--- config.mk ---
export PLATFORM = sky130hd
export DESIGN_NAME = hsv_pixel_class_segmenter
export DESIGN_NICKNAME = d
export VERILOG_FILES = /design/src/rtl/hsvps_pkg.sv /design/src/rtl/hsvps_divider.sv /design/src/rtl/hsv_pixel_class_segmenter.sv
export SDC_FILE = /design/constraint.sdc
export NUM_CORES = 2
export LEC_CHECK = 0
export BUFFER_PORTS_ARGS = -buffer_cell sky130_fd_sc_hd__buf_4
export CORE_MARGIN = 5
export CORE_UTILIZATION = 35
export DETAILED_ROUTE_END_ITERATION = 10
export GPL_TIMING_DRIVEN = 1
export REMOVE_ABC_BUFFERS = 1
export SETUP_SLACK_MARGIN = 0.1
export SYNTH_ARGS = -nofsm -noshare
export SYNTH_HDL_FRONTEND = slang
export SYNTH_HIERARCHICAL = 1
export SYNTH_SLANG_ARGS = --single-unit
--- constraint.sdc ---
create_clock -name i_clk -period 41.1 [get_ports i_clk]
set_input_delay 6.165 -clock i_clk [delete_from_list [all_inputs] [get_ports i_clk]]
set_output_delay 6.165 -clock i_clk [all_outputs]
set_load 0.005 [all_outputs]
--- src/rtl/hsvps_pkg.sv ---
// Shared types and constants for the HSV pixel class segmenter.
package hsvps_pkg;

    // Divider geometry: numerator, denominator and quotient widths
    localparam int DIV_NUM_W = 17;
    localparam int DIV_DEN_W = 9;
    localparam int DIV_QUO_W = 8;

    // Pixel channel width
    localparam int PIX_W = 8;

    // Conversion constants
    localparam logic [7:0] HUE_TOP  = 8'd179;
    localparam logic [7:0] HUE_WRAP = 8'd180;
    localparam int         HUE_K30  = 30;
    localparam int         HUE_K60  = 60;
    localparam int         HUE_K120 = 120;
    localparam int         HUE_K180 = 180;
    localparam int         SAT_K510 = 510;

    // Configuration port
    localparam int CFG_IDX_W  = 3;
    localparam int CFG_DATA_W = 16;

    localparam logic [CFG_IDX_W-1:0] CFG_WHITE_HUE     = 3'd0;
    localparam logic [CFG_IDX_W-1:0] CFG_WHITE_SAT_MAX = 3'd1;
    localparam logic [CFG_IDX_W-1:0] CFG_WHITE_VAL_MIN = 3'd2;
    localparam logic [CFG_IDX_W-1:0] CFG_BLACK_VAL_MAX = 3'd3;
    localparam logic [CFG_IDX_W-1:0] CFG_GREEN_HUE     = 3'd4;
    localparam logic [CFG_IDX_W-1:0] CFG_GREEN_SAT_MIN = 3'd5;
    localparam logic [CFG_IDX_W-1:0] CFG_GREEN_VAL_MIN = 3'd6;

    // Register reset values (hue bounds split into low / high bytes)
    localparam logic [7:0] RST_WHITE_HUE_LO  = 8'd0;
    localparam logic [7:0] RST_WHITE_HUE_HI  = 8'd179;
    localparam logic [7:0] RST_WHITE_SAT_MAX = 8'd60;
    localparam logic [7:0] RST_WHITE_VAL_MIN = 8'd170;
    localparam logic [7:0] RST_BLACK_VAL_MAX = 8'd70;
    localparam logic [7:0] RST_GREEN_HUE_LO  = 8'd35;
    localparam logic [7:0] RST_GREEN_HUE_HI  = 8'd95;
    localparam logic [7:0] RST_GREEN_SAT_MIN = 8'd40;
    localparam logic [7:0] RST_GREEN_VAL_MIN = 8'd40;

    // Result class codes
    typedef enum logic [2:0] {
        CLS_EXCLUDED = 3'd0,
        CLS_GREEN    = 3'd1,
        CLS_WHITE    = 3'd2,
        CLS_BLACK    = 3'd3,
        CLS_NOISE    = 3'd4
    } t_pixel_class;

    // One finished result
    typedef struct packed {
        t_pixel_class cls;
        logic [7:0]   hue;
        logic [7:0]   sat;
        logic [7:0]   val;
    } t_result;

endpackage

--- src/rtl/hsvps_divider.sv ---
// Pipelined restoring divider: one quotient bit per register stage.
module hsvps_divider (
    input  logic                            i_clk,
    input  logic                            i_en,
    input  logic [hsvps_pkg::DIV_NUM_W-1:0] i_num,
    input  logic [hsvps_pkg::DIV_DEN_W-1:0] i_den,
    output logic [hsvps_pkg::DIV_QUO_W-1:0] o_quo
);
    localparam int NW = hsvps_pkg::DIV_NUM_W;
    localparam int DW = hsvps_pkg::DIV_DEN_W;
    localparam int QW = hsvps_pkg::DIV_QUO_W;

    // Per-stage remainder, divisor and partial quotient
    logic [NW-1:0] r_rem [QW-1];
    logic [DW-1:0] r_den [QW-1];
    logic [QW-1:0] r_quo [QW];

    logic [NW-1:0] w_rem_src [QW];
    logic [DW-1:0] w_den_src [QW];
    logic [QW-1:0] w_quo_src [QW];
    logic [NW:0]   w_sh      [QW];
    logic [NW:0]   w_sub     [QW];
    logic [QW-1:0] n_quo     [QW];

    // Stage inputs: the first stage takes the ports, the rest the stage before
    always_comb begin
        w_rem_src[0] = i_num;
        w_den_src[0] = i_den;
        w_quo_src[0] = '0;
        for (int k = 1; k < QW; k++) begin
            w_rem_src[k] = r_rem[k-1];
            w_den_src[k] = r_den[k-1];
            w_quo_src[k] = r_quo[k-1];
        end
    end

    // Trial subtract of the shifted divisor, one quotient bit per stage
    always_comb begin
        for (int k = 0; k < QW; k++) begin
            w_sh[k]  = {{(NW + 1 - DW){1'b0}}, w_den_src[k]} << (QW - 1 - k);
            w_sub[k] = {1'b0, w_rem_src[k]} - w_sh[k];
            n_quo[k] = w_quo_src[k];
            n_quo[k][QW-1-k] = ~w_sub[k][NW];
        end
    end

    always_ff @(posedge i_clk) begin
        if (i_en) begin
            for (int k = 0; k < QW - 1; k++) begin
                r_rem[k] <= w_sub[k][NW] ? w_rem_src[k] : w_sub[k][NW-1:0];
                r_den[k] <= w_den_src[k];
            end
            for (int k = 0; k < QW; k++) begin
                r_quo[k] <= n_quo[k];
            end
        end
    end

    assign o_quo = r_quo[QW-1];

endmodule

--- src/rtl/hsv_pixel_class_segmenter.sv ---
// Top level: BGR to HSV conversion and green / white / black / noise classification.
//
// Accepts one pixel per clock while the output buffer is not full and returns one result
// per pixel, in order. One stage finds max, min and hue sector, one stage forms the
// saturation and hue numerators, and two 8-stage restoring dividers (one quotient bit
// per stage) produce S and H, which are then classified and written into a 2-entry
// output buffer. The input stays ready as long as that buffer is not full, so the whole
// pipeline holds only while the output side stalls. Hue bounds are clamped to 179 when
// written. Configuration registers are written with a handshake that is always ready;
// writes to unknown indexes are dropped.
module hsv_pixel_class_segmenter (
    input  logic                             i_clk,
    input  logic                             i_rst_n,
    // Pixel requests
    input  logic                             i_in_valid,
    output logic                             o_in_ready,
    input  logic [7:0]                       i_pix_blue,
    input  logic [7:0]                       i_pix_green,
    input  logic [7:0]                       i_pix_red,
    input  logic                             i_pixel_allowed,
    // Results
    output logic                             o_out_valid,
    input  logic                             i_out_ready,
    output logic [2:0]                       o_pixel_class,
    output logic [7:0]                       o_hue_out,
    output logic [7:0]                       o_sat_out,
    output logic [7:0]                       o_val_out,
    // Configuration writes
    input  logic                             i_cfg_valid,
    output logic                             o_cfg_ready,
    input  logic [hsvps_pkg::CFG_IDX_W-1:0]  i_cfg_index,
    input  logic [hsvps_pkg::CFG_DATA_W-1:0] i_cfg_data
);
    localparam int QW = hsvps_pkg::DIV_QUO_W;
    localparam int NW = hsvps_pkg::DIV_NUM_W;
    localparam int DW = hsvps_pkg::DIV_DEN_W;

    typedef enum logic [1:0] {
        SEC_RED   = 2'd0,
        SEC_GREEN = 2'd1,
        SEC_BLUE  = 2'd2
    } t_sector;

    function automatic logic [7:0] clamp_hue(input logic [7:0] x);
        return (x > hsvps_pkg::HUE_TOP) ? hsvps_pkg::HUE_TOP : x;
    endfunction

    function automatic logic hue_in_window(input logic [7:0] h, input logic [7:0] lo,
                                           input logic [7:0] hi);
        if (lo <= hi) begin
            return (h >= lo) && (h <= hi);
        end
        return (h >= lo) || (h <= hi);
    endfunction

    // ------------------------------------------------------------------
    // Configuration registers
    // ------------------------------------------------------------------
    logic [7:0] r_white_hue_lo, r_white_hue_hi, r_white_sat_max, r_white_val_min;
    logic [7:0] r_black_val_max;
    logic [7:0] r_green_hue_lo, r_green_hue_hi, r_green_sat_min, r_green_val_min;

    assign o_cfg_ready = 1'b1;

    always_ff @(posedge i_clk) begin
        if (!i_rst_n) begin
            r_white_hue_lo  <= hsvps_pkg::RST_WHITE_HUE_LO;
            r_white_hue_hi  <= hsvps_pkg::RST_WHITE_HUE_HI;
            r_white_sat_max <= hsvps_pkg::RST_WHITE_SAT_MAX;
            r_white_val_min <= hsvps_pkg::RST_WHITE_VAL_MIN;
            r_black_val_max <= hsvps_pkg::RST_BLACK_VAL_MAX;
            r_green_hue_lo  <= hsvps_pkg::RST_GREEN_HUE_LO;
            r_green_hue_hi  <= hsvps_pkg::RST_GREEN_HUE_HI;
            r_green_sat_min <= hsvps_pkg::RST_GREEN_SAT_MIN;
            r_green_val_min <= hsvps_pkg::RST_GREEN_VAL_MIN;
        end else if (i_cfg_valid) begin
            unique case (i_cfg_index)
                hsvps_pkg::CFG_WHITE_HUE: begin
                    r_white_hue_lo <= clamp_hue(i_cfg_data[7:0]);
                    r_white_hue_hi <= clamp_hue(i_cfg_data[15:8]);
                end
                hsvps_pkg::CFG_WHITE_SAT_MAX: r_white_sat_max <= i_cfg_data[7:0];
                hsvps_pkg::CFG_WHITE_VAL_MIN: r_white_val_min <= i_cfg_data[7:0];
                hsvps_pkg::CFG_BLACK_VAL_MAX: r_black_val_max <= i_cfg_data[7:0];
                hsvps_pkg::CFG_GREEN_HUE: begin
                    r_green_hue_lo <= clamp_hue(i_cfg_data[7:0]);
                    r_green_hue_hi <= clamp_hue(i_cfg_data[15:8]);
                end
                hsvps_pkg::CFG_GREEN_SAT_MIN: r_green_sat_min <= i_cfg_data[7:0];
                hsvps_pkg::CFG_GREEN_VAL_MIN: r_green_val_min <= i_cfg_data[7:0];
                default: ;
            endcase
        end
    end

    // ------------------------------------------------------------------
    // Pipeline advance: everything moves unless the output buffer is full
    // ------------------------------------------------------------------
    logic [1:0] r_cnt;
    logic       w_en;

    assign w_en       = (r_cnt != 2'd2);
    assign o_in_ready = w_en;

    // ------------------------------------------------------------------
    // Stage A: max, min, delta and hue sector
    // ------------------------------------------------------------------
    logic [7:0]        w_a_v, w_a_m1, w_a_m;
    logic signed [8:0] w_a_diff;
    t_sector           w_a_sec;

    always_comb begin
        priority if (i_pix_red >= i_pix_green && i_pix_red >= i_pix_blue) begin
            w_a_sec  = SEC_RED;
            w_a_v    = i_pix_red;
            w_a_diff = $signed({1'b0, i_pix_green}) - $signed({1'b0, i_pix_blue});
        end else if (i_pix_green >= i_pix_blue) begin
            w_a_sec  = SEC_GREEN;
            w_a_v    = i_pix_green;
            w_a_diff = $signed({1'b0, i_pix_blue}) - $signed({1'b0, i_pix_red});
        end else begin
            w_a_sec  = SEC_BLUE;
            w_a_v    = i_pix_blue;
            w_a_diff = $signed({1'b0, i_pix_red}) - $signed({1'b0, i_pix_green});
        end
        w_a_m1 = (i_pix_red < i_pix_green) ? i_pix_red : i_pix_green;
        w_a_m  = (w_a_m1 < i_pix_blue) ? w_a_m1 : i_pix_blue;
    end

    logic              r_a_vld;
    logic [7:0]        r_a_v, r_a_d;
    logic signed [8:0] r_a_diff;
    t_sector           r_a_sec;
    logic              r_a_allow;

    always_ff @(posedge i_clk) begin
        if (!i_rst_n) begin
            r_a_vld <= 1'b0;
        end else if (w_en) begin
            r_a_vld <= i_in_valid;
        end
    end

    always_ff @(posedge i_clk) begin
        if (w_en) begin
            r_a_v     <= w_a_v;
            r_a_d     <= w_a_v - w_a_m;
            r_a_diff  <= w_a_diff;
            r_a_sec   <= w_a_sec;
            r_a_allow <= i_pixel_allowed;
        end
    end

    // ------------------------------------------------------------------
    // Stage B: divider numerators and denominators
    // ------------------------------------------------------------------
    logic signed [17:0] w_b_dx, w_b_diffx, w_b_off, w_b_num, w_b_fix;
    logic [NW-1:0]      w_b_num_s, w_b_num_h;

    always_comb begin
        w_b_dx    = $signed({10'd0, r_a_d});
        w_b_diffx = {{9{r_a_diff[8]}}, r_a_diff};
        unique case (r_a_sec)
            SEC_RED:   w_b_off = '0;
            SEC_GREEN: w_b_off = w_b_dx * 18'(hsvps_pkg::HUE_K60);
            SEC_BLUE:  w_b_off = w_b_dx * 18'(hsvps_pkg::HUE_K120);
            default:   w_b_off = '0;
        endcase
        w_b_num = w_b_off + w_b_diffx * 18'(hsvps_pkg::HUE_K30);
        // Negative hue wraps by a full turn
        w_b_fix = w_b_num[17] ? (w_b_num + w_b_dx * 18'(hsvps_pkg::HUE_K180)) : w_b_num;
        w_b_num_h = {w_b_fix[15:0], 1'b0} + {9'd0, r_a_d};
        w_b_num_s = ({9'd0, r_a_d} * 17'(hsvps_pkg::SAT_K510)) + {9'd0, r_a_v};
    end

    logic          r_b_vld;
    logic [NW-1:0] r_b_num_s, r_b_num_h;
    logic [DW-1:0] r_b_den_s, r_b_den_h;
    logic [7:0]    r_b_v;
    logic          r_b_dz, r_b_allow;

    always_ff @(posedge i_clk) begin
        if (!i_rst_n) begin
            r_b_vld <= 1'b0;
        end else if (w_en) begin
            r_b_vld <= r_a_vld;
        end
    end

    always_ff @(posedge i_clk) begin
        if (w_en) begin
            r_b_num_s <= w_b_num_s;
            r_b_num_h <= w_b_num_h;
            r_b_den_s <= {r_a_v, 1'b0};
            r_b_den_h <= {r_a_d, 1'b0};
            r_b_v     <= r_a_v;
            r_b_dz    <= (r_a_d == 8'd0);
            r_b_allow <= r_a_allow;
        end
    end

    // ------------------------------------------------------------------
    // Divider stages, with side data carried alongside
    // ------------------------------------------------------------------
    logic [QW-1:0] w_quo_s, w_quo_h;

    hsvps_divider u_div_sat (
        .i_clk (i_clk),
        .i_en  (w_en),
        .i_num (r_b_num_s),
        .i_den (r_b_den_s),
        .o_quo (w_quo_s)
    );

    hsvps_divider u_div_hue (
        .i_clk (i_clk),
        .i_en  (w_en),
        .i_num (r_b_num_h),
        .i_den (r_b_den_h),
        .o_quo (w_quo_h)
    );

    logic       r_dl_vld   [QW];
    logic [7:0] r_dl_v     [QW];
    logic       r_dl_dz    [QW];
    logic       r_dl_allow [QW];

    always_ff @(posedge i_clk) begin
        if (!i_rst_n) begin
            for (int k = 0; k < QW; k++) begin
                r_dl_vld[k] <= 1'b0;
            end
        end else if (w_en) begin
            r_dl_vld[0] <= r_b_vld;
            for (int k = 1; k < QW; k++) begin
                r_dl_vld[k] <= r_dl_vld[k-1];
            end
        end
    end

    always_ff @(posedge i_clk) begin
        if (w_en) begin
            r_dl_v[0]     <= r_b_v;
            r_dl_dz[0]    <= r_b_dz;
            r_dl_allow[0] <= r_b_allow;
            for (int k = 1; k < QW; k++) begin
                r_dl_v[k]     <= r_dl_v[k-1];
                r_dl_dz[k]    <= r_dl_dz[k-1];
                r_dl_allow[k] <= r_dl_allow[k-1];
            end
        end
    end

    // ------------------------------------------------------------------
    // Classification
    // ------------------------------------------------------------------
    hsvps_pkg::t_result w_res;
    logic               w_green, w_white, w_black;

    always_comb begin
        w_res.val = r_dl_v[QW-1];
        // Grey pixels get hue 0; a rounded hue of 180 wraps to 0
        w_res.hue = (r_dl_dz[QW-1] || w_quo_h >= hsvps_pkg::HUE_WRAP) ? 8'd0 : w_quo_h;
        w_res.sat = (r_dl_v[QW-1] == 8'd0) ? 8'd0 : w_quo_s;
        w_green = hue_in_window(w_res.hue, r_green_hue_lo, r_green_hue_hi) &&
                  (w_res.sat >= r_green_sat_min) && (w_res.val >= r_green_val_min);
        w_white = hue_in_window(w_res.hue, r_white_hue_lo, r_white_hue_hi) &&
                  (w_res.sat <= r_white_sat_max) && (w_res.val >= r_white_val_min);
        w_black = (w_res.val <= r_black_val_max);
        priority if (!r_dl_allow[QW-1]) begin
            w_res.cls = hsvps_pkg::CLS_EXCLUDED;
        end else if (w_green) begin
            w_res.cls = hsvps_pkg::CLS_GREEN;
        end else if (w_white) begin
            w_res.cls = hsvps_pkg::CLS_WHITE;
        end else if (w_black) begin
            w_res.cls = hsvps_pkg::CLS_BLACK;
        end else begin
            w_res.cls = hsvps_pkg::CLS_NOISE;
        end
    end

    // ------------------------------------------------------------------
    // Two-entry output buffer
    // ------------------------------------------------------------------
    hsvps_pkg::t_result r_fifo [2];
    logic               r_wr_ptr, r_rd_ptr;
    logic               w_fifo_wr, w_fifo_rd;
    hsvps_pkg::t_result w_head;

    assign w_fifo_wr   = w_en && r_dl_vld[QW-1];
    assign o_out_valid = (r_cnt != 2'd0);
    assign w_fifo_rd   = o_out_valid && i_out_ready;

    always_ff @(posedge i_clk) begin
        if (!i_rst_n) begin
            r_cnt    <= 2'd0;
            r_wr_ptr <= 1'b0;
            r_rd_ptr <= 1'b0;
        end else begin
            r_cnt <= r_cnt + {1'b0, w_fifo_wr} - {1'b0, w_fifo_rd};
            if (w_fifo_wr) begin
                r_wr_ptr <= ~r_wr_ptr;
            end
            if (w_fifo_rd) begin
                r_rd_ptr <= ~r_rd_ptr;
            end
        end
    end

    always_ff @(posedge i_clk) begin
        if (w_fifo_wr) begin
            r_fifo[r_wr_ptr] <= w_res;
        end
    end

    assign w_head        = r_fifo[r_rd_ptr];
    assign o_pixel_class = w_head.cls;
    assign o_hue_out     = w_head.hue;
    assign o_sat_out     = w_head.sat;
    assign o_val_out     = w_head.val;

`ifndef SYNTHESIS
    // No result may land in a full output buffer
    a_no_overflow: assert property (@(posedge i_clk) disable iff (!i_rst_n)
        (r_cnt == 2'd2) |-> !w_fifo_wr)
        else $error("result written into full output buffer");

    // Buffer count stays within its two entries
    a_cnt_range: assert property (@(posedge i_clk) disable iff (!i_rst_n)
        r_cnt != 2'd3)
        else $error("output buffer count out of range");

    // Delivered hue is always folded into 0..179
    a_hue_range: assert property (@(posedge i_clk) disable iff (!i_rst_n)
        o_out_valid |-> (o_hue_out < hsvps_pkg::HUE_WRAP))
        else $error("hue out of range");

    // Zero saturation means a grey pixel, so hue must be zero too
    a_grey_hue: assert property (@(posedge i_clk) disable iff (!i_rst_n)
        (o_out_valid && o_sat_out == 8'd0) |-> (o_hue_out == 8'd0))
        else $error("grey pixel with nonzero hue");

    // Black pixel yields zero saturation
    a_black_sat: assert property (@(posedge i_clk) disable iff (!i_rst_n)
        (o_out_valid && o_val_out == 8'd0) |-> (o_sat_out == 8'd0))
        else $error("zero value with nonzero saturation");
`endif

endmodule

==> flow_summary.json <==
{
  "hold_viol": 0,
  "hp-start": "r_b_num_h[4]$_DFFE_PN_",
  "cts_root_buffer": "clkbuf_16",
  "drc": 0,
  "cts_made_buffers": 80,
  "cp_top_family": "compound AO/OA/AOI/OAI gates",
  "hold_ws_ps": 386,
  "post_cts_resized": 0,
  "synth_top_cell_area_share_pct": 46.2,
  "initial_core_util_pct": 35.3,
  "slowest_delay_ps": 560,
  "hp-class": "reg -> reg",
  "hpwl_mm": 58.7,
  "wl_mm": 79.0,
  "synth-edff-count": 654,
  "path_buf_inv": 2,
  "post-route-util_pct": 39.7,
  "fin_crit_sh_pct": 26.8,
  "drt-initial-drc-count": 1276,
  "portBuffers": 77,
  "reg2reg_from": "r_a_d[1]$_DFFE_PN_",
  "worst_clock_skew_ps": 48.9,
  "grt_pass1_vias": 26700,
  "grt_max_degree": 199,
  "yosys-top-cells-count": "edfxtp_1 (654), inv_1 (445), ha_1 (408)",
  "drive_gt1_share_pct": 8.69,
  "setup_tns_ps": 0,
  "worst_pin_slew_ps": 1200,
  "synth-main-ff-cell": "edfxtp_1",
  "fmax_ghz": 0.0908,
  "die_y_um": 358,
  "antenna_found_initial": 2,
  "critPathCaptureType": "flop",
  "critPathRequiredTime_ps": 41440,
  "critPathKind": "in -> reg",
  "synth_warnings": 6,
  "synth_top_cell_by_area": "edfxtp_1",
  "seq_area_frac_synth_pct": 50.0,
  "setup_violations": 0,
  "htreeDepth": 3,
  "tritoncts": "yes",
  "vias_per_cell": 4.80,
  "fp.dieW_um": 358,
  "area_delta_synth_final_pct": 12.5,
  "async_flop_share_pct": 0,
  "ant_nets": 0,
  "nets": 4405,
  "cp_slowest_cell": "a2111oi_1",
  "final-max-slew-violation-count": 0,
  "ys_seq_elements": 734,
  "gr-usage-all-layers_pct": 12.4,
  "clk_pin_slew_ps": 60,
  "vias": 26600,
  "start_kind": "input pin",
  "fillers": 11500,
  "min_period_ps": 11010,
  "place.gp.congestion": 0.825,
  "die_area_sq_mm": 0.128,
  "synth_area_sq_mm": 0.0425,
  "relSlewSlack_pct": 19.5,
  "drv_cap": 0,
  "critPathLaunch": "i_pix_green[1]",
  "synth.most_common_cell": "edfxtp_1",
  "status": "complete, no violations",
  "grt_remaining_overflow": 0,
  "wl_per_cell_um": 14.2,
  "worstPathArrival_ps": 11360,
  "syn_inst": 3749,
  "synth_area_leaders": "edfxtp_1 (46%), ha_1 (12%), inv_1 (3.9%), dfxtp_1 (3.8%), fa_1 (3.7%)",
  "path_max_fanout": 14,
  "yosysUniqueCellTypes": 96,
  "io_pins": 79,
  "grt_pass1_wl_mm": 131,
  "rows": 127,
  "core-area_sq_mm": 0.120,
  "clkSinkCount": 734,
  "dr.pass1.iters": 5,
  "postCtsSetupBuffers": 0,
  "clkLatencyLatePin_ps": 640,
  "cts_hold_buf": 0,
  "syn_avg_cell_area_sq_um": 11.3,
  "rsz0062_at_grt": "no",
  "cts_buffer_depth": 3
}
[area by class of cell]
class	count	area (sq um)	area share, %
tap	1612	2020	4.22
sequential	734	21200	44.5
antenna	1	2.50	0.00524
multi-input combinational	2508	19300	40.4
inverter	445	1670	3.50
timing repair buffer	100	776	1.62
clock buffer	102	2170	4.53
clock inverter	46	614	1.29
[through the flow]
stage          setup WS (ps)  std cells  area [sq um]
2_1_floorplan          20220       3687         42200
3_3_place_gp           29370       5399         45000
3_5_place_dp           29370       5399         45000
4_1_cts                30030       5547         47800
5_1_grt                29680       5547         47800
6_report               30090       5548         47800
[path summary, 6_finish.rpt]
| check | to | slack [ps] | cells past startpoint |
|---|---|---|---|
| hold / removal | u_div_hue/r_rem[0][4]$_DFFE_PP_ | 390 | 0 |
| setup / recovery | r_a_d[7]$_DFFE_PN_ | 30090 | 25 |
| setup reg to reg | r_b_num_h[12]$_DFFE_PN_ | 32820 | 32 |
| hold reg to reg | u_div_hue/r_rem[0][4]$_DFFE_PP_ | 390 | 0 |
[registers in the layout (all words and copies together), names as in the netlist, 9 cells and up, named ones only]
signal and flops:
r_a_diff 9, r_b_num_h 17, r_b_num_s 17, r_dl_v 64, r_fifo 54, u_div_hue/r_den 63, u_div_hue/r_quo 36, u_div_hue/r_rem 119
u_div_sat/r_den 63, u_div_sat/r_quo 36, u_div_sat/r_rem 119
[cells in the final DEF, fill, tap and decap left out, types with 27 or more instances in the layout]
cell         n
xor2_1      91
nor2b_1     69
a21o_1      81
nor3_1      66
nand3_1     53
a211oi_1    27
o211ai_1    48
and2_1      29
nand2_1    292
a21oi_1    211
xnor2_1    127
ha_1       408
clkbuf_16   81
nor2_1     182
fa_1        79
o21a_1      43
buf_4       98
a21boi_0    43
nand2b_1    61
mux2_2      72
dfxtp_1     80
inv_1      445
edfxtp_1   654
o21ai_0    204
[logic make-up after synthesis]
logic type,Yosys count,synth area share [%]
mux,97,2.51
xor+xnor,220,4.57
compound gates,829,12.6
other cells,2,0.0177
flops,734,50.0
fa+ha+maj,488,15.8
simple gates,869,9.88
buf+inv,510,4.65
[layer usage]
layer | vias to the layer above | part of all wire (%) | global-route usage, %
met5 | - | 0 | 0
met4 | 0 | 2.6 | 3.75
met3 | 126 | 3.4 | 1.95
met2 | 331 | 49 | 22.4
met1 | 12500 | 45 | 15.1
li1 | 13600 | - | -
Power is left out: the tool's default activity adds up to more than one toggle a clock period on the data nets, which glitch-free logic cannot reach.
